**src/rtl/assert_macros.svh**
```systemverilog
// Assertion macros shared by the mapper RTL.
// No dependencies.
`ifndef ASSERT_MACROS_SVH
`define ASSERT_MACROS_SVH
// Clocked implication check, disabled while in reset.
`define CHK_IMPL(label, ante, cons, msg) \
    label: assert property (@(posedge i_clk) disable iff (!i_rst_n) (ante) |-> (cons)) \
        else $error(msg);
// Next-cycle implication check.
`define CHK_NEXT(label, ante, cons, msg) \
    label: assert property (@(posedge i_clk) disable iff (!i_rst_n) (ante) |=> (cons)) \
        else $error(msg);
`endif

```
**src/rtl/bmsi_pkg.sv**
```systemverilog
// Package for the bank mapper: mode codes, register indexes, queue entry and constants.
// No dependencies.
package bmsi_pkg;
    localparam int MaxPrgBanks = 32;
    localparam int MaxChrBanks = 32;
    localparam int QDepth      = 2;

    typedef enum logic [2:0] {
        MODE_CPU_RD  = 3'd0,
        MODE_CPU_WR  = 3'd1,
        MODE_PPU_RD  = 3'd2,
        MODE_PPU_WR  = 3'd3,
        MODE_TICK    = 3'd4,
        MODE_POLL    = 3'd5,
        MODE_BAD6    = 3'd6,
        MODE_BAD7    = 3'd7
    } t_mode;

    typedef enum logic [1:0] {
        CFG_PRG_BANKS = 2'd0,
        CFG_CHR_BANKS = 2'd1,
        CFG_VARIANT   = 2'd2,
        CFG_MIRROR    = 2'd3
    } t_cfg_idx;

    // classified request handed from front to back
    typedef enum logic [2:0] {
        K_NONE, K_PRG, K_UNMAPPED, K_CHR, K_CHR_RAM, K_WRITE, K_TICK, K_POLL
    } t_kind;

    typedef struct packed {
        t_kind       kind;
        logic [15:0] address;
        logic [7:0]  data;
    } t_req;

    typedef enum logic [1:0] {
        S_IDLE, S_MOD, S_DONE
    } t_state;
endpackage

```
**src/rtl/bank_mapper_scanline_irq.sv**
```systemverilog
// Channel   | Signals                                  | Direction
// in        | i_valid/o_ready, i_mode, i_address, i_data | request in
// cfg       | i_cfg_valid/o_cfg_ready, i_cfg_index, i_cfg_data | register write
// out       | o_valid/i_ready, result fields           | result out
// An item passes from S_IDLE straight to S_DONE in the back end without a bank modulo,
// or through S_MOD with one (8-step shift-subtract modulo by the page count from the bank count).
// The front queue holds two requests; input stalls only when it is full.
// A result waiting at the output holds the back end in its final state.
// Reset is synchronous active low; config loads to reset values.
// Top level, depends on bmsi_pkg, bmsi_front, bmsi_back.
module bank_mapper_scanline_irq (
    input  logic        i_clk,
    input  logic        i_rst_n,
    input  logic        i_valid,
    output logic        o_ready,
    input  logic [2:0]  i_mode,
    input  logic [15:0] i_address,
    input  logic [7:0]  i_data,
    input  logic        i_cfg_valid,
    output logic        o_cfg_ready,
    input  logic [1:0]  i_cfg_index,
    input  logic [7:0]  i_cfg_data,
    output logic        o_valid,
    input  logic        i_ready,
    output logic [18:0] o_prg_offset,
    output logic        o_cpu_unmapped,
    output logic [17:0] o_chr_offset,
    output logic        o_chr_uses_ram,
    output logic        o_mirror_horizontal,
    output logic        o_irq_line,
    output logic        o_irq_taken
);
    logic [5:0] r_prg, r_chr;
    logic       r_var, cfg_wr, q_valid, q_pop;
    bmsi_pkg::t_req q_req;

    assign o_cfg_ready = 1'b1;
    assign cfg_wr = i_cfg_valid;

    always_ff @(posedge i_clk) begin
        if (!i_rst_n) begin
            r_prg <= 6'd2; r_chr <= 6'd0; r_var <= 1'b1;
        end else if (cfg_wr) begin
            unique case (bmsi_pkg::t_cfg_idx'(i_cfg_index))
                bmsi_pkg::CFG_PRG_BANKS: r_prg  <= i_cfg_data[5:0];
                bmsi_pkg::CFG_CHR_BANKS: r_chr  <= i_cfg_data[5:0];
                bmsi_pkg::CFG_VARIANT:   r_var  <= i_cfg_data[0];
                // header mirroring goes straight into the back end state
                bmsi_pkg::CFG_MIRROR:    ;
                default: ;
            endcase
        end
    end

    bmsi_front u_front (
        .i_clk, .i_rst_n, .i_valid, .o_ready, .i_mode, .i_address, .i_data,
        .i_chr_ram(r_chr == 6'd0), .o_q_valid(q_valid), .i_q_pop(q_pop),
        .o_q_req(q_req)
    );

    bmsi_back u_back (
        .i_clk, .i_rst_n, .i_q_valid(q_valid), .i_q_req(q_req), .o_q_pop(q_pop),
        .i_prg_banks(r_prg), .i_chr_banks(r_chr), .i_variant(r_var),
        .i_mirror_load(cfg_wr && i_cfg_index == bmsi_pkg::CFG_MIRROR),
        .i_mirror_val(i_cfg_data[0]),
        .o_valid, .i_ready, .o_prg_offset, .o_cpu_unmapped, .o_chr_offset,
        .o_chr_uses_ram, .o_mirror_horizontal, .o_irq_line, .o_irq_taken
    );
endmodule

```
**src/rtl/bmsi_front.sv**
```systemverilog
// Front end: accepts bus requests, classifies them and queues them for the back end.
// Depends on bmsi_pkg and assert_macros.svh.
`include "assert_macros.svh"
module bmsi_front (
    input  logic               i_clk,
    input  logic               i_rst_n,
    input  logic               i_valid,
    output logic               o_ready,
    input  logic [2:0]         i_mode,
    input  logic [15:0]        i_address,
    input  logic [7:0]         i_data,
    input  logic               i_chr_ram,
    output logic               o_q_valid,
    input  logic               i_q_pop,
    output bmsi_pkg::t_req     o_q_req
);
    bmsi_pkg::t_req r_q [bmsi_pkg::QDepth];
    logic           r_wp, r_rp;
    logic [1:0]     r_cnt;
    bmsi_pkg::t_req n_req;
    logic           push;

    assign o_ready   = (r_cnt != 2'd2);
    assign push      = i_valid && o_ready;
    assign o_q_valid = (r_cnt != 2'd0);
    assign o_q_req   = r_q[r_rp];

    always_comb begin
        n_req.address = i_address;
        n_req.data    = i_data;
        unique case (bmsi_pkg::t_mode'(i_mode))
            bmsi_pkg::MODE_CPU_RD: n_req.kind = i_address[15] ? bmsi_pkg::K_PRG
                                                              : bmsi_pkg::K_UNMAPPED;
            bmsi_pkg::MODE_CPU_WR: n_req.kind = bmsi_pkg::K_WRITE;
            bmsi_pkg::MODE_PPU_RD,
            bmsi_pkg::MODE_PPU_WR: n_req.kind = i_chr_ram ? bmsi_pkg::K_CHR_RAM
                                                          : bmsi_pkg::K_CHR;
            bmsi_pkg::MODE_TICK:   n_req.kind = bmsi_pkg::K_TICK;
            bmsi_pkg::MODE_POLL:   n_req.kind = bmsi_pkg::K_POLL;
            default:               n_req.kind = bmsi_pkg::K_NONE;
        endcase
    end

    always_ff @(posedge i_clk) begin
        if (push) r_q[r_wp] <= n_req;
        if (!i_rst_n) begin
            r_wp  <= 1'b0;
            r_rp  <= 1'b0;
            r_cnt <= 2'd0;
        end else begin
            if (push) r_wp <= ~r_wp;
            if (i_q_pop) r_rp <= ~r_rp;
            r_cnt <= r_cnt + {1'b0, push} - {1'b0, i_q_pop};
        end
    end

    `CHK_IMPL(a_no_pop_empty, i_q_pop, o_q_valid, "pop from empty queue")
    `CHK_IMPL(a_cnt_range, 1'b1, r_cnt != 2'd3, "queue count out of range")
endmodule

```
**src/rtl/bmsi_back.sv**
```systemverilog
// Back end: mapper state, iterative bank modulo, result register.
// Depends on bmsi_pkg and assert_macros.svh.
`include "assert_macros.svh"
module bmsi_back (
    input  logic               i_clk,
    input  logic               i_rst_n,
    input  logic               i_q_valid,
    input  bmsi_pkg::t_req     i_q_req,
    output logic               o_q_pop,
    input  logic [5:0]         i_prg_banks,
    input  logic [5:0]         i_chr_banks,
    input  logic               i_variant,
    input  logic               i_mirror_load,
    input  logic               i_mirror_val,
    output logic               o_valid,
    input  logic               i_ready,
    output logic [18:0]        o_prg_offset,
    output logic               o_cpu_unmapped,
    output logic [17:0]        o_chr_offset,
    output logic               o_chr_uses_ram,
    output logic               o_mirror_horizontal,
    output logic               o_irq_line,
    output logic               o_irq_taken
);
    bmsi_pkg::t_state r_state, n_state;
    logic [7:0] r_sel, r_bank [8];
    logic       r_mirror, r_ren, r_rflag, r_pend;
    logic [7:0] r_latch, r_ctr;
    bmsi_pkg::t_req r_req;
    // restoring-free modulo: subtract shifted divisor, one bit per cycle
    logic [8:0]  r_rem;
    logic [8:0]  r_div;
    logic [2:0]  r_step;
    logic [15:0] dsh;
    logic [8:0]  n_div;
    logic [7:0]  bank_raw;
    logic        start, finish;
    logic [15:0] a;
    logic [12:0] pa;
    logic [6:0]  p8;
    logic [8:0]  c1k;
    logic [5:0]  pb_eff, cb_eff;
    logic [6:0]  page;
    logic [1:0]  slot;
    logic        need_mod;
    logic [15:0] dsh_cur;

    assign a = r_req.address;
    assign pb_eff = (i_prg_banks == 6'd0) ? 6'd1
                  : (i_prg_banks > 6'(bmsi_pkg::MaxPrgBanks)) ? 6'(bmsi_pkg::MaxPrgBanks)
                  : i_prg_banks;
    assign cb_eff = (i_chr_banks > 6'(bmsi_pkg::MaxChrBanks)) ? 6'(bmsi_pkg::MaxChrBanks)
                  : i_chr_banks;
    assign p8  = {pb_eff, 1'b0};
    assign c1k = {cb_eff, 3'b000};
    assign pa  = i_q_req.address[12:0] ^ {r_sel[7], 12'd0};
    assign slot = i_q_req.address[14:13];

    always_comb begin
        bank_raw = 8'd0;
        n_div    = 9'd0;
        need_mod = 1'b0;
        if (i_q_req.kind == bmsi_pkg::K_PRG) begin
            n_div = {2'b00, p8};
            need_mod = !(slot == 2'd3 || (slot[0] == 1'b0 && slot[1] != r_sel[6]));
            bank_raw = (slot == 2'd1) ? r_bank[7] : r_bank[6];
        end else if (i_q_req.kind == bmsi_pkg::K_CHR) begin
            n_div = c1k;
            need_mod = 1'b1;
            bank_raw = pa[12] ? r_bank[3'd2 + {1'b0, pa[11:10]}]
                              : (r_bank[{2'b00, pa[11]}] & 8'hFE);
        end
    end

    assign start   = (r_state == bmsi_pkg::S_IDLE) && i_q_valid;
    assign dsh_cur = {7'd0, r_div} << r_step;
    assign finish  = (r_state == bmsi_pkg::S_MOD) && (r_step == 3'd0);

    always_comb begin
        n_state = r_state;
        unique case (r_state)
            bmsi_pkg::S_IDLE: if (i_q_valid) n_state = need_mod ? bmsi_pkg::S_MOD
                                                                : bmsi_pkg::S_DONE;
            bmsi_pkg::S_MOD:  if (r_step == 3'd0) n_state = bmsi_pkg::S_DONE;
            bmsi_pkg::S_DONE: if (!o_valid || i_ready) n_state = bmsi_pkg::S_IDLE;
            default:          n_state = bmsi_pkg::S_IDLE;
        endcase
    end

    assign o_q_pop = start;
    assign dsh = dsh_cur;

    always_ff @(posedge i_clk) begin
        if (start) begin
            r_req  <= i_q_req;
            r_rem  <= {1'b0, bank_raw};
            r_div  <= n_div;
            r_step <= 3'd7;
        end else if (r_state == bmsi_pkg::S_MOD) begin
            if ({7'd0, r_rem} >= dsh) r_rem <= r_rem - dsh[8:0];
            r_step <= r_step - 3'd1;
        end
    end

    // output and state update in S_DONE
    logic        fin_ok;
    logic [12:0] inner;
    logic [7:0]  ctr_nx;
    logic        mir_wr;
    logic [18:0] n_prg;
    logic [17:0] n_chr;
    logic        n_unm, n_ram, n_taken, n_pend;

    assign fin_ok = (r_state == bmsi_pkg::S_DONE) && (!o_valid || i_ready);
    assign mir_wr = (r_req.kind == bmsi_pkg::K_WRITE) && (a[15:13] == 3'b101)
                    && !a[0] && i_variant;

    always_comb begin
        page  = r_rem[6:0];
        if (r_req.kind == bmsi_pkg::K_PRG) begin
            if (a[14:13] == 2'd3) page = p8 - 7'd1;
            else if (a[13] == 1'b0 && a[14] != r_sel[6]) page = p8 - 7'd2;
        end
        inner = 13'(a[12:0] ^ {r_sel[7], 12'd0});
    end

    always_comb begin
        ctr_nx = (r_ctr == 8'd0 || r_rflag) ? r_latch : r_ctr - 8'd1;
    end

    always_comb begin
        n_prg   = 19'd0;
        n_unm   = 1'b0;
        n_chr   = 18'd0;
        n_ram   = 1'b0;
        n_taken = 1'b0;
        n_pend  = r_pend;
        unique case (r_req.kind)
            bmsi_pkg::K_PRG:      n_prg = {page[5:0], a[12:0]};
            bmsi_pkg::K_UNMAPPED: n_unm = 1'b1;
            bmsi_pkg::K_CHR:      n_chr = inner[12]
                ? {r_rem[7:0], inner[9:0]} : {r_rem[7:0], 10'd0} | {7'd0, inner[10:0]};
            bmsi_pkg::K_CHR_RAM: begin
                n_ram = 1'b1;
                n_chr = {5'd0, a[12:0]};
            end
            // even write in 0xE000-0xFFFF acknowledges
            bmsi_pkg::K_WRITE: if (a[15:13] == 3'b111 && !a[0]) n_pend = 1'b0;
            bmsi_pkg::K_TICK: if (i_variant && ctr_nx == 8'd0 && r_ren) n_pend = 1'b1;
            bmsi_pkg::K_POLL: begin
                n_taken = r_pend;
                n_pend  = 1'b0;
            end
            default: ;
        endcase
    end

    always_ff @(posedge i_clk) begin
        if (!i_rst_n) begin
            r_state <= bmsi_pkg::S_IDLE;
            o_valid <= 1'b0;
            r_sel   <= 8'd0;
            for (int k = 0; k < 8; k++) r_bank[k] <= 8'd0;
            r_mirror <= 1'b0;
            r_latch  <= 8'd0;
            r_ctr    <= 8'd0;
            r_rflag  <= 1'b0;
            r_ren    <= 1'b0;
            r_pend   <= 1'b0;
        end else begin
            r_state <= n_state;
            if (fin_ok) o_valid <= 1'b1;
            else if (o_valid && i_ready) o_valid <= 1'b0;
            if (i_mirror_load) r_mirror <= i_mirror_val;
            else if (fin_ok && mir_wr) r_mirror <= r_req.data[0];
            if (fin_ok) begin
                o_prg_offset   <= n_prg;
                o_cpu_unmapped <= n_unm;
                o_chr_offset   <= n_chr;
                o_chr_uses_ram <= n_ram;
                o_irq_taken    <= n_taken;
                o_irq_line     <= n_pend;
                r_pend         <= n_pend;
                unique case (r_req.kind)
                    bmsi_pkg::K_WRITE: begin
                        if (a[15]) begin
                            unique case (a[14:13])
                                2'd0: if (!a[0]) r_sel <= r_req.data;
                                      else r_bank[r_sel[2:0]] <= r_req.data;
                                2'd1: ;
                                2'd2: if (!a[0]) r_latch <= r_req.data;
                                      else begin r_ctr <= 8'd0; r_rflag <= 1'b1; end
                                default: r_ren <= a[0];
                            endcase
                        end
                    end
                    bmsi_pkg::K_TICK: if (i_variant) begin
                        r_ctr   <= ctr_nx;
                        r_rflag <= 1'b0;
                    end
                    default: ;
                endcase
            end
        end
    end

    // mirror output tracks state at result time
    logic r_mir_out;
    always_ff @(posedge i_clk) begin
        if (fin_ok) r_mir_out <= mir_wr ? r_req.data[0] : r_mirror;
    end
    assign o_mirror_horizontal = r_mir_out;

    `CHK_NEXT(a_hold, o_valid && !i_ready, o_valid, "result dropped while stalled")
    `CHK_IMPL(a_pop_idle, o_q_pop, r_state == bmsi_pkg::S_IDLE, "pop outside idle")
    `CHK_NEXT(a_rem_lt, finish, r_rem < r_div, "remainder not below bank count")
endmodule
```
**config.mk**
```make
export PLATFORM = sky130hd
export DESIGN_NAME = bank_mapper_scanline_irq
export DESIGN_NICKNAME = d
export VERILOG_FILES = /design/src/rtl/bmsi_pkg.sv /design/src/rtl/bank_mapper_scanline_irq.sv /design/src/rtl/bmsi_front.sv /design/src/rtl/bmsi_back.sv
export VERILOG_INCLUDE_DIRS = /design/src /design/src/rtl
export SDC_FILE = /design/constraint.sdc
export NUM_CORES = 1
export LEC_CHECK = 0
export BUFFER_PORTS_ARGS = -buffer_cell sky130_fd_sc_hd__buf_2
export CORE_MARGIN = 2
export CORE_UTILIZATION = 25
export CTS_CLUSTER_SIZE = 24
export DETAILED_ROUTE_END_ITERATION = 7
export PLACE_DENSITY_LB_ADDON = 0.08
export SYNTH_ARGS = -nofsm -noshare
export SYNTH_HDL_FRONTEND = slang
export SYNTH_SLANG_ARGS = --single-unit
```
**constraint.sdc**
```tcl
create_clock -name i_clk -period 3.8 [get_ports i_clk]
set_clock_uncertainty 0.05 [all_clocks]
set_input_delay 0.38 -clock i_clk [delete_from_list [all_inputs] [get_ports i_clk]]
set_output_delay 0.38 -clock i_clk [all_outputs]
set_load 0.02 [all_outputs]
```
# ---- After elaboration in Yosys (flattened, before gate mapping)
# Memory sizes are Yosys's and may differ from the RTL's. A register that Yosys moved wholly into a read port is not among the register bits.
# Index checks and enable logic that the tools add are counted.
dict set report classes {
  mux 62
  shifts 1
  div 0
  n_lt_le_gt_ge 3
  addsub 8
  bitwise_logic 10
  multipliers 0
  n_reduce_logical 51
  n_eq_ne 36
}
# operator n
set op_table {}
lappend op_table {{8-bit 2-to-1 mux} 13}
lappend op_table {{18-bit one-hot mux with 2 select lines} 1}
lappend op_table {{6-bit 2-to-1 mux} 5}
lappend op_table {{1-bit 2-to-1 mux} 28}
lappend op_table {{13-bit bitwise XOR} 2}
lappend op_table {{3-bit == test (second input constant)} 8}
lappend op_table {{18-bit 2-to-1 mux} 1}
lappend op_table {{18-bit by 11-bit bitwise OR with 18-bit output} 1}
lappend op_table {{9-bit by 16-bit greater-or-equal comparator with 1-bit output} 1}
lappend op_table {{8-bit zero test} 2}
lappend op_table {{8-bit one-hot mux with 2 select lines} 1}
lappend op_table {{9-bit by 3-bit left shift with 16-bit output} 1}
lappend op_table {{3-bit by 2-bit == test with 1-bit output (second input constant)} 5}
lappend op_table {{3-bit one-hot mux with 5 select lines} 1}
lappend op_table {{1-bit logical AND} 14}
lappend op_table {{7-bit 2-to-1 mux} 2}
lappend op_table {{2-bit == test (second input constant)} 6}
lappend op_table {{6-bit greater-than comparator (second input constant)} 2}
lappend op_table {{6-bit zero test} 2}
lappend op_table {{2-bit AND reduction} 6}
lappend op_table {{2-bit nonzero test} 6}
lappend op_table {{2-bit 2-to-1 mux} 5}
lappend op_table {{5-bit AND reduction} 2}
lappend op_table {{3-bit by 1-bit == test with 1-bit output (second input constant)} 3}
lappend op_table {{other kinds (27)} 53}
dict set report word_totals {
  in_bits 42
  wordCells 205
  ram_bits 118
  register_bits 138
  memories 2
  latch_bits 0
  mem_bits_ro 0
}
# name depth width read_ports rd_ports_with_merged_regs wr line
set memory_table {}
lappend memory_table {u_back.r_bank 8 8 4 0 8 bmsi_back.sv:26} ;# logic [7:0] r_sel, r_bank [8];
lappend memory_table {u_front.r_q 2 27 1 1 1 bmsi_front.sv:17} ;# bmsi_pkg::t_req r_q [bmsi_pkg::QDepth];

# ---- Longest topological paths before layout
# Gate-level depths: netlist of run 1.
dict set report logic_depth {
  ltp_word 9
  mapped_depth 13
  ltp_nobuf 12
}

# ---- Hierarchy
# From an unflattened synthesis of run 1, not the netlist that was laid out.
dict set report hier_totals {
  cells_unflattened 859
  area_unflattened_um2 11327.1
}
# module seq_area_each_um2 cells_per_inst instances area_each_um2
set modules_own_cells {}
lappend modules_own_cells {bmsi_back 5054.8 682 1 8500.7}
lappend modules_own_cells {bmsi_front 1721.7 120 1 2268.4}
lappend modules_own_cells {bank_mapper_scanline_irq 260.2 57 1 558.0}

# ---- Worst setup path after synthesis of run 1
# OpenSTA, ideal clock, no wires.
dict set report synth_path {
  path_kind {register to register}
  startpoint {register u_front.r_cnt[1]}
  endpoint {register u_front.r_cnt[1]}
  arrival_ps 3092
  setup_slack_ps 543
  required_time_ps 3635
  path_stages_with_launch 12
  synth_period_minus_slack_ps 3257
  path_buffers 2
  cell_sequence {dfxtp_1 nor2_1 or3_1 clkbuf_1 inv_1 clkbuf_1 ha_1 inv_1 ha_1 xnor2_1 xnor2_1 and2_1}
}
dict set report synth_via {
  word_cells_on_any_way 6
  cone_classes {add/sub: 2; eq/ne: 1; reduce/logical: 3}
}
# item line
set synth_rtl {}
lappend synth_rtl {{start: declaration} bmsi_front.sv:19} ;# logic [1:0] r_cnt;
lappend synth_rtl {{start signal: assignment} bmsi_front.sv:53} ;# r_cnt <= r_cnt + {1'b0, push} - {1'b0, i_q_pop};
lappend synth_rtl {{2-bit nonzero test} bmsi_front.sv:25} ;# assign o_q_valid = (r_cnt != 2'd0);
lappend synth_rtl {{1-bit logical AND} bmsi_back.sv:75} ;# assign start = (r_state == bmsi_pkg::S_IDLE) && i_q_valid;
lappend synth_rtl {{named net q_pop} bank_mapper_scanline_irq.sv:34} ;# logic r_var, cfg_wr, q_valid, q_pop;
lappend synth_rtl {{2-bit by 1-bit subtractor with 2-bit output} bmsi_front.sv:53}
# The timed path passes the listed nets, and every way through them passes these cells.
# A chain may end at the register's enable or synchronous reset.

# ---- Worst setup path in the final report of run 1
dict set report layout_path {
  startpoint {register u_back.r_step[1]}
  endpoint {register u_back.r_rem[6], enable pin}
}
dict set report layout_via {
  elab_chain_len 4
}
# item line
set layout_lines {}
lappend layout_lines {{start: declaration} bmsi_back.sv:33} ;# logic [2:0] r_step;
lappend layout_lines {{start signal: assignment} bmsi_back.sv:101} ;# r_step <= r_step - 3'd1;
lappend layout_lines {{9-bit by 3-bit left shift with 16-bit output} bmsi_back.sv:76} ;# assign dsh_cur = {7'd0, r_div} << r_step;
lappend layout_lines {{9-bit by 16-bit greater-or-equal comparator with 1-bit output} bmsi_back.sv:100} ;# if ({7'd0, r_rem} >= dsh) r_rem <= r_rem - dsh[8:0];
lappend layout_lines {{2-bit nonzero test (no line)} n/a}
lappend layout_lines {{2-bit AND reduction (no line)} n/a}
lappend layout_lines {{end signal: assignment} bmsi_back.sv:96} ;# r_rem <= {1'b0, bank_raw};
lappend layout_lines {{end signal: assignment} bmsi_back.sv:100}
lappend layout_lines {{end: declaration} bmsi_back.sv:31} ;# logic [8:0] r_rem;
# Every way passes these cells.

==> results of run 1 <==
-- stage by stage --
stage / utilization / setup WS [ps] / cells / hold slack, ps
floorplan: - / 543 / 868 / 409
global placement: 0.278 / 667 / 1538 / 433
detailed placement: 0.278 / 698 / 1538 / 433
CTS: 0.304 / 673 / 1620 / 15.9
global route: 0.304 / 474 / 1620 / 40.4
finish: 0.304 / 701 / 1620 / 37.4
-- final cells by class --
class | count | area (um2)
inverters | 26 | 97.6
repair buffers | 125 | 796
flip-flops and latches | 251 | 7040
multi-input cells | 562 | 4130
clock inverters | 11 | 96.3
fillers | 4547 | 31400
clock buffers | 45 | 838
well taps | 600 | 751
-- power breakdown --
| group | internal [mW] | switching [mW] |
|---|---|---|
| Combinational | 0.851 | 1.36 |
| Sequential | 3.60 | 0.490 |
| Clock | 1.59 | 1.18 |
| Total | 6.05 | 3.03 |
-- layer usage --
metal,track usage,up-vias,share of wire
li1,-,3460,-
met1,0.184,3397,0.49
met2,0.203,102,0.45
met3,0.0198,46,0.032
met4,0.0347,0,0.024
met5,0,-,0
-- flip-flops by register name, indices dropped and copies added (netlist names), 5 cells and up, named ones only --
name / count
u_back.r_div: 8
r_prg: 6
u_back.o_chr_offset: 18
u_back.r_req: 11
u_back.r_sel: 5
u_back.r_rem: 9
u_front.r_q: 54
u_back.a: 16
r_chr: 6
u_back.r_ctr: 8
u_back.o_prg_offset: 19
u_back.r_bank: 62
u_back.r_latch: 8
-- worst max-delay path: stages (launching register included) --
cell,delay [ps]
sky130_fd_sc_hd__dfxtp_1,680
sky130_fd_sc_hd__mux4_2,580
sky130_fd_sc_hd__mux2i_1,190
sky130_fd_sc_hd__ha_1,310
sky130_fd_sc_hd__a21o_1,190
sky130_fd_sc_hd__a31o_2,220
sky130_fd_sc_hd__o21ai_0,210
sky130_fd_sc_hd__nand2_1,80
sky130_fd_sc_hd__a21o_1,290
-- synth_stat cells, types with 4 or more instances --
cell                       instances
sky130_fd_sc_hd__a211oi_1          8
sky130_fd_sc_hd__a21o_1            7
sky130_fd_sc_hd__a21oi_1          37
sky130_fd_sc_hd__a31oi_1           9
sky130_fd_sc_hd__and2_1           89
sky130_fd_sc_hd__and3_1            5
sky130_fd_sc_hd__buf_2             5
sky130_fd_sc_hd__buf_4             4
sky130_fd_sc_hd__clkbuf_1         14
sky130_fd_sc_hd__dfxtp_1          50
sky130_fd_sc_hd__edfxtp_1        201
sky130_fd_sc_hd__ha_1             16
sky130_fd_sc_hd__inv_1            25
sky130_fd_sc_hd__mux2_2           32
sky130_fd_sc_hd__mux2i_1          45
sky130_fd_sc_hd__mux4_2            8
sky130_fd_sc_hd__nand2_1          35
sky130_fd_sc_hd__nand2b_1         14
sky130_fd_sc_hd__nand3_1           8
sky130_fd_sc_hd__nand3b_1          4
sky130_fd_sc_hd__nand4_1           7
sky130_fd_sc_hd__nor2_1           44
sky130_fd_sc_hd__nor2b_1          51
sky130_fd_sc_hd__nor3_1           10
sky130_fd_sc_hd__nor3b_1           8
sky130_fd_sc_hd__nor4_4            4
sky130_fd_sc_hd__o21ai_0          34
sky130_fd_sc_hd__o22ai_1           7
sky130_fd_sc_hd__xnor2_1          13
sky130_fd_sc_hd__xor2_1            5
-- repair_timing --
item / in CTS / in global routing
hold endpoints to repair: 51 / 0
hold buffers: 26 / 0
gates resized for setup: 0 / 0
-- path summary, 6_finish.rpt --
kind                    start              end  slack, ps  depth (start not counted)
max          u_back.r_step[1]  u_back.r_rem[6]        700                          8
min             i_cfg_data[5]         r_prg[5]         40                          3
max reg2reg  u_back.r_step[1]  u_back.r_rem[6]        700                          8
min reg2reg    u_back.r_rflag   u_back.r_rflag        440                          2
-- cells by family (layout without fill, tap and decap cells) --
| kind of cell | count (synthesis) | in the layout | synth area share |
|---|---|---|---|
| flops | 251 | 251 | 0.617 |
| compound gates | 137 | 137 | 0.0749 |
| simple gates | 302 | 302 | 0.164 |
| buf+inv | 55 | 207 | 0.0214 |
| fa+ha+maj | 16 | 16 | 0.0176 |
| other cells | 1 | 1 | 0.000329 |
| mux | 87 | 87 | 0.0893 |
| xor+xnor | 19 | 19 | 0.0152 |
==> run summary, run 1 <==
Floorplanning
• 218 um — floorplan die width
• 78 — Row Count
• 0.0452 mm2 — core region area
• 218 um — overall die height
• 0.252 — initial standard-cell utilization of the core
• 0.0473 mm2 — die area
• 87 — # IOs

Clock network
• 0 — post-CTS setup buffer count
• 251 — number of sinks handled by clock tree synthesis
• 1 — number of H-tree branching levels
• 60 ps — clock-pin slew of the registers on the worst-case setup and hold paths
• 3 — number of buffers on the longest clock path
• 590 ps — clock insertion delay at the later pin of the skew report
• yes — TritonCTS clock tree
• 31 — CTS buffer count
• sky130_fd_sc_hd__clkbuf_16 — CTS Root Buffer Type

Layout
• 0.206 — share of final-layout standard cells stronger than drive strength 1
• 1055 — number of nets in the layout
• sky130_fd_sc_hd__edfxtp_1 — commonest non-fill, non-tap cell in the layout
• 0.0137 mm2 — Layout Cell Area excl Fill
• 201 x sky130_fd_sc_hd__edfxtp_1, 89 x sky130_fd_sc_hd__and2_1, 83 x sky130_fd_sc_hd__buf_2 — highest-count cells in the layout ignoring fill and taps
• 20.5% — P&R area growth vs syn
• 0 — antenna fix cells

GRT
• 0.129 — combined global-route utilization of all metal layers
• 46.1 mm — wire length of the first global-routing pass
• 55 — largest net degree at the start of global routing
• 0 — antenna violations before repair
• 7266 — vias in the first global route
• 0 — remaining global-route overflow

Job
• 0 — Max-Cap Viols

Status
• completed — status

Timing
• 0 — number of endpoints failing setup at the final stage
• 0.815 — period utilization
• false — RSZ-0062 raised after global routing
• 1070 ps — transition time of the tightest slew-check pin
• 3100 ps — Final min period
• 0 — number of max-slew violations in the final report
• 0.285 — worst max-slew margin expressed relative to the limit
• 0 ps — sum of negative setup slack
• 0 — final hold violation count
• 323 MHz — highest clock frequency the design can meet

Pwr
• 4.94 nW — static leakage
• 0.388 mV — worst-case vdd ir drop
• 9.08 mW — Total Power
• 660 mW/mm2 — Pwr Density

Yosys
• 251 — number of synthesized register bits
• 926 — Synthesized Nets
• sky130_fd_sc_hd__edfxtp_1 — top cell type by total area after synthesis
• 0 — Async SR Flop Fraction
• 13.1 um2 — Synth Area per Inst
• 78 — distinct cell type count of the synthesized netlist
• 868 — Post-Syn Instances
• sky130_fd_sc_hd__edfxtp_1 — main flop type after synthesis
• 0.617 — share of the yosys chip area belonging to registers
• 0 — Synth warnings
• 0.0114 mm2 — Post-Synthesis Cell Area
• sky130_fd_sc_hd__edfxtp_1 53%, sky130_fd_sc_hd__dfxtp_1 8.8%, sky130_fd_sc_hd__and2_1 4.9% — leading post-synthesis cells by cell area
• 201 — number of synthesized flops with an enable pin
• 0.529 — fraction of post-synthesis cell area in the top cell type by area

Detailed routing
• 18.6 um — routed length per instance
• 30.1 mm — total wire length
• 0 — # DRC
• 7005 — via count of the routed design
• 4.32 — ratio of routed vias to standard cells
• 0 — post-route antenna net violation count
• 323 — number of design-rule violations left by the first detailed-router iteration
• 6 — detailed-router iteration count before antenna repair

Place
• 83 — number of I/O port buffers
• 20.7 mm — HPWL Detailed
• 0.753 — global placement routability congestion
• 0.0126 mm2 — Area after DPL

Hold path
• primary input to register — classification of the worst-slack hold path

Setup path
• 4050 ps — Worst EP required
• register — nature of the critical path startpoint
• 3350 ps — data arrival time of the critical path
• register to register — WS Path Type
• register — element type at the critical path end
• 16 — Max Fanout on Critical Path

(Power assumes the default switching activity.)
==> run 2, diff against run 1 <==
==> constraint.sdc (replaced) <==
create_clock -name i_clk -period 3.16 [get_ports i_clk]
set_clock_uncertainty 0.05 [all_clocks]
set_input_delay 0.316 -clock i_clk [delete_from_list [all_inputs] [get_ports i_clk]]
set_output_delay 0.316 -clock i_clk [all_outputs]
set_load 0.02 [all_outputs]
==> run summary, run 2 (same netlist as run 1, synthesis figures left out) <==
Status
• completed — status

Timing
• 956 ps — transition time of the tightest slew-check pin, -113 ps
• 0 — number of max-slew violations in the final report, unchanged
• false — RSZ-0062 raised after global routing
• 0 — number of endpoints failing setup at the final stage, unchanged
• 27.6 ps — Final Hold Slack, -9.86 ps
• 344 MHz — highest clock frequency the design can meet, +6.6%
• 2910 ps — Final min period, -193 ps
• 254 ps — post-route worst setup slack, -447 ps
• 0.920 — period utilization, +0.104
• 0.358 — worst max-slew margin expressed relative to the limit, +0.0735
• 0 ps — sum of negative setup slack, unchanged
• 0 — final hold violation count, unchanged

Place
• 0.762 — global placement routability congestion, +1.2%
• 21.1 mm — HPWL Detailed, +1.7%
• 231 ps — placement-stage worst setup slack, -468 ps
• 1551 — Cells after DPL, +0.85%
• 83 — number of I/O port buffers, unchanged
• 0.0127 mm2 — Area after DPL, +0.93%

Floorplanning
• 0.0473 mm2 — die area, unchanged
• 87 — # IOs, unchanged
• 0.0452 mm2 — core region area, unchanged
• 0.252 — initial standard-cell utilization of the core, unchanged
• 218 um — floorplan die width, unchanged
• 78 — Row Count, unchanged
• 218 um — overall die height, unchanged

Layout
• 0.213 — share of final-layout standard cells stronger than drive strength 1, +0.00703
• sky130_fd_sc_hd__edfxtp_1 — commonest non-fill, non-tap cell in the layout
• 1638 — number of non-filler instances in the completed layout, +1.1%
• 0.00414 mm2 — multi-input logic area, +0.12%
• 21.8% — P&R area growth vs syn
• 0.00704 mm2 — area of all sequential standard cells, about the same
• 4549 — final-layout fill cell count, +0.044%
• 0 — antenna fix cells, unchanged
• 0.307 — final design utilization, +0.00327
• u_back.r_bank — Most flops, register
• u_back.r_bank (62), u_front.r_q (54), u_back.o_prg_offset (19) — largest registers
• 1073 — number of nets in the layout, +1.7%
• 0.0139 mm2 — Layout Cell Area excl Fill, +1.1%
• 62 — number of flip-flops under the largest register name, unchanged
• 201 x sky130_fd_sc_hd__edfxtp_1, 89 x sky130_fd_sc_hd__and2_1, 83 x sky130_fd_sc_hd__buf_2 — highest-count cells in the layout ignoring fill and taps

Job
• 0 — Max-Cap Viols, unchanged

Setup path
• 8 — path depth of the worst reg2reg path, unchanged
• mux4_2 -> mux2i_1 -> ha_1 -> a21o_1 -> a31o_2 -> o21ai_0 -> nand2_1 -> a21o_1 — cells traversed along the worst timing path
• register to register — WS Path Type
• 8 — cell count along the critical path, unchanged
• 570 ps — delay of the slowest cell on the worst path, -110 ps
• 0 — count of buffering cells on the critical path with inverters included, unchanged
• register — element type at the critical path end
• 11 — Max Fanout on Critical Path, -5
• sky130_fd_sc_hd__a21o_1 — Top cell by count, worst path
• 3410 ps — Worst EP required, -640 ps
• sky130_fd_sc_hd__dfxtp_1 — highest-delay cell along the critical path
• compound AO/OA/AOI/OAI gates — Worst path top cell family by delay
• register — nature of the critical path startpoint
• 3150 ps — data arrival time of the critical path, -200 ps

Detailed routing
• 18.3 um — routed length per instance, -1.7%
• 4.34 — ratio of routed vias to standard cells, +0.26%
• 0 — # DRC, unchanged
• 343 — number of design-rule violations left by the first detailed-router iteration, +6.2%
• 30.0 mm — total wire length, -0.58%
• 4 — detailed-router iteration count before antenna repair, -2
• 7101 — via count of the routed design, +1.4%
• 0 — post-route antenna net violation count, unchanged

Clock network
• 1 — number of H-tree branching levels, unchanged
• 0 — post-CTS setup buffer count, unchanged
• 580 ps — clock insertion delay at the later pin of the skew report, about the same
• 60 ps — clock-pin slew of the registers on the worst-case setup and hold paths, about the same
• sky130_fd_sc_hd__clkbuf_16 — CTS Root Buffer Type
• yes — TritonCTS clock tree
• 3 — number of buffers on the longest clock path, unchanged
• 31 — CTS buffer count, unchanged
• 251 — number of sinks handled by clock tree synthesis, unchanged

Pwr
• 10.9 mW — Total Power, +20%
• 5.02 nW — static leakage, +1.7%
• 785 mW/mm2 — Pwr Density, +19%
• 0.298 — Clk network pwr share, -0.008
• 0.254 — proportion of power drawn by combinational gates, +0.010
• 0.332 — switching power share of the total, -0.00232
• 3.62 mW — net switching component of the power, +19%
• 7.30 mW — cell-internal power, +21%
• 0.448 — Reg power frac, -0.003
• 0.533 mV — worst-case vdd ir drop, +38%

GRT
• 0 — antenna violations before repair, unchanged
• 0 — remaining global-route overflow, unchanged
• 0.128 — combined global-route utilization of all metal layers, -0.00136
• 45.8 mm — wire length of the first global-routing pass, -0.54%
• 7255 — vias in the first global route, -0.15%
• 55 — largest net degree at the start of global routing, unchanged

Hold path
• 3 — Hold Crit Depth, unchanged
• primary input to register — classification of the worst-slack hold path

[run 2: cell count changes in the layout (fill, tap and decap cells not counted), moves of 5 or more]
cell,previous run,this run
sky130_fd_sc_hd__clkinv_1,4,12
sky130_fd_sc_hd__clkbuf_1,13,8
sky130_fd_sc_hd__buf_4,16,28
sky130_fd_sc_hd__dlygate4sd3_1,26,31
[run 2: power by group through the flow]
stage	Combinational [mW]	Sequential, mW	Clock (mW)
3_5_place_dp	2.82	4.99	0
5_1_grt	3.09	5.00	3.50
2_1_floorplan	1.86	4.74	0
3_3_place_gp	2.83	4.99	0
6_report	2.77	4.89	3.25
4_1_cts	2.86	4.93	3.38
[run 2: layout make-up]
type	count	share of cell area
Sequential cell	251	0.507
Multi-Input combinational cell	562	0.298
Timing Repair Buffer	143	0.0688
Clock buffer	39	0.0580
Tap cell	600	0.0540
Clock inverter	17	0.00792
Inverter	26	0.00702
[run 2: tightest hold or removal path: cells and delay by family]
kind	cells	cell delay, ps
simple gates	1	100
buf+inv	1	120
compound gates	1	70
[run 2: final timing paths]
path	start	endpoint	slack, ps
worst max-delay path	u_back.r_step[1]	u_back.r_rem[7]	250
worst min-delay path	i_cfg_index[1]	u_back.r_mirror	30
worst max register to register	u_back.r_step[1]	u_back.r_rem[7]	250
worst min register to register	u_back.r_ctr[6]	u_back.r_ctr[6]	450
[run 2: per-layer routing]
metal	share of wire	wire length [um]	vias up	GRT usage
li1	-	-	3492	-
met4	0.020	597	0	0.0306
met2	0.46	13900	101	0.204
met5	0	0	-	0
met3	0.037	1110	33	0.0230
met1	0.48	14400	3475	0.179
[run 2: what timing repair did]
item	in CTS	in global routing
hold buffers	31	0
resized for setup	0	0
endpoints found under the hold margin	61	0
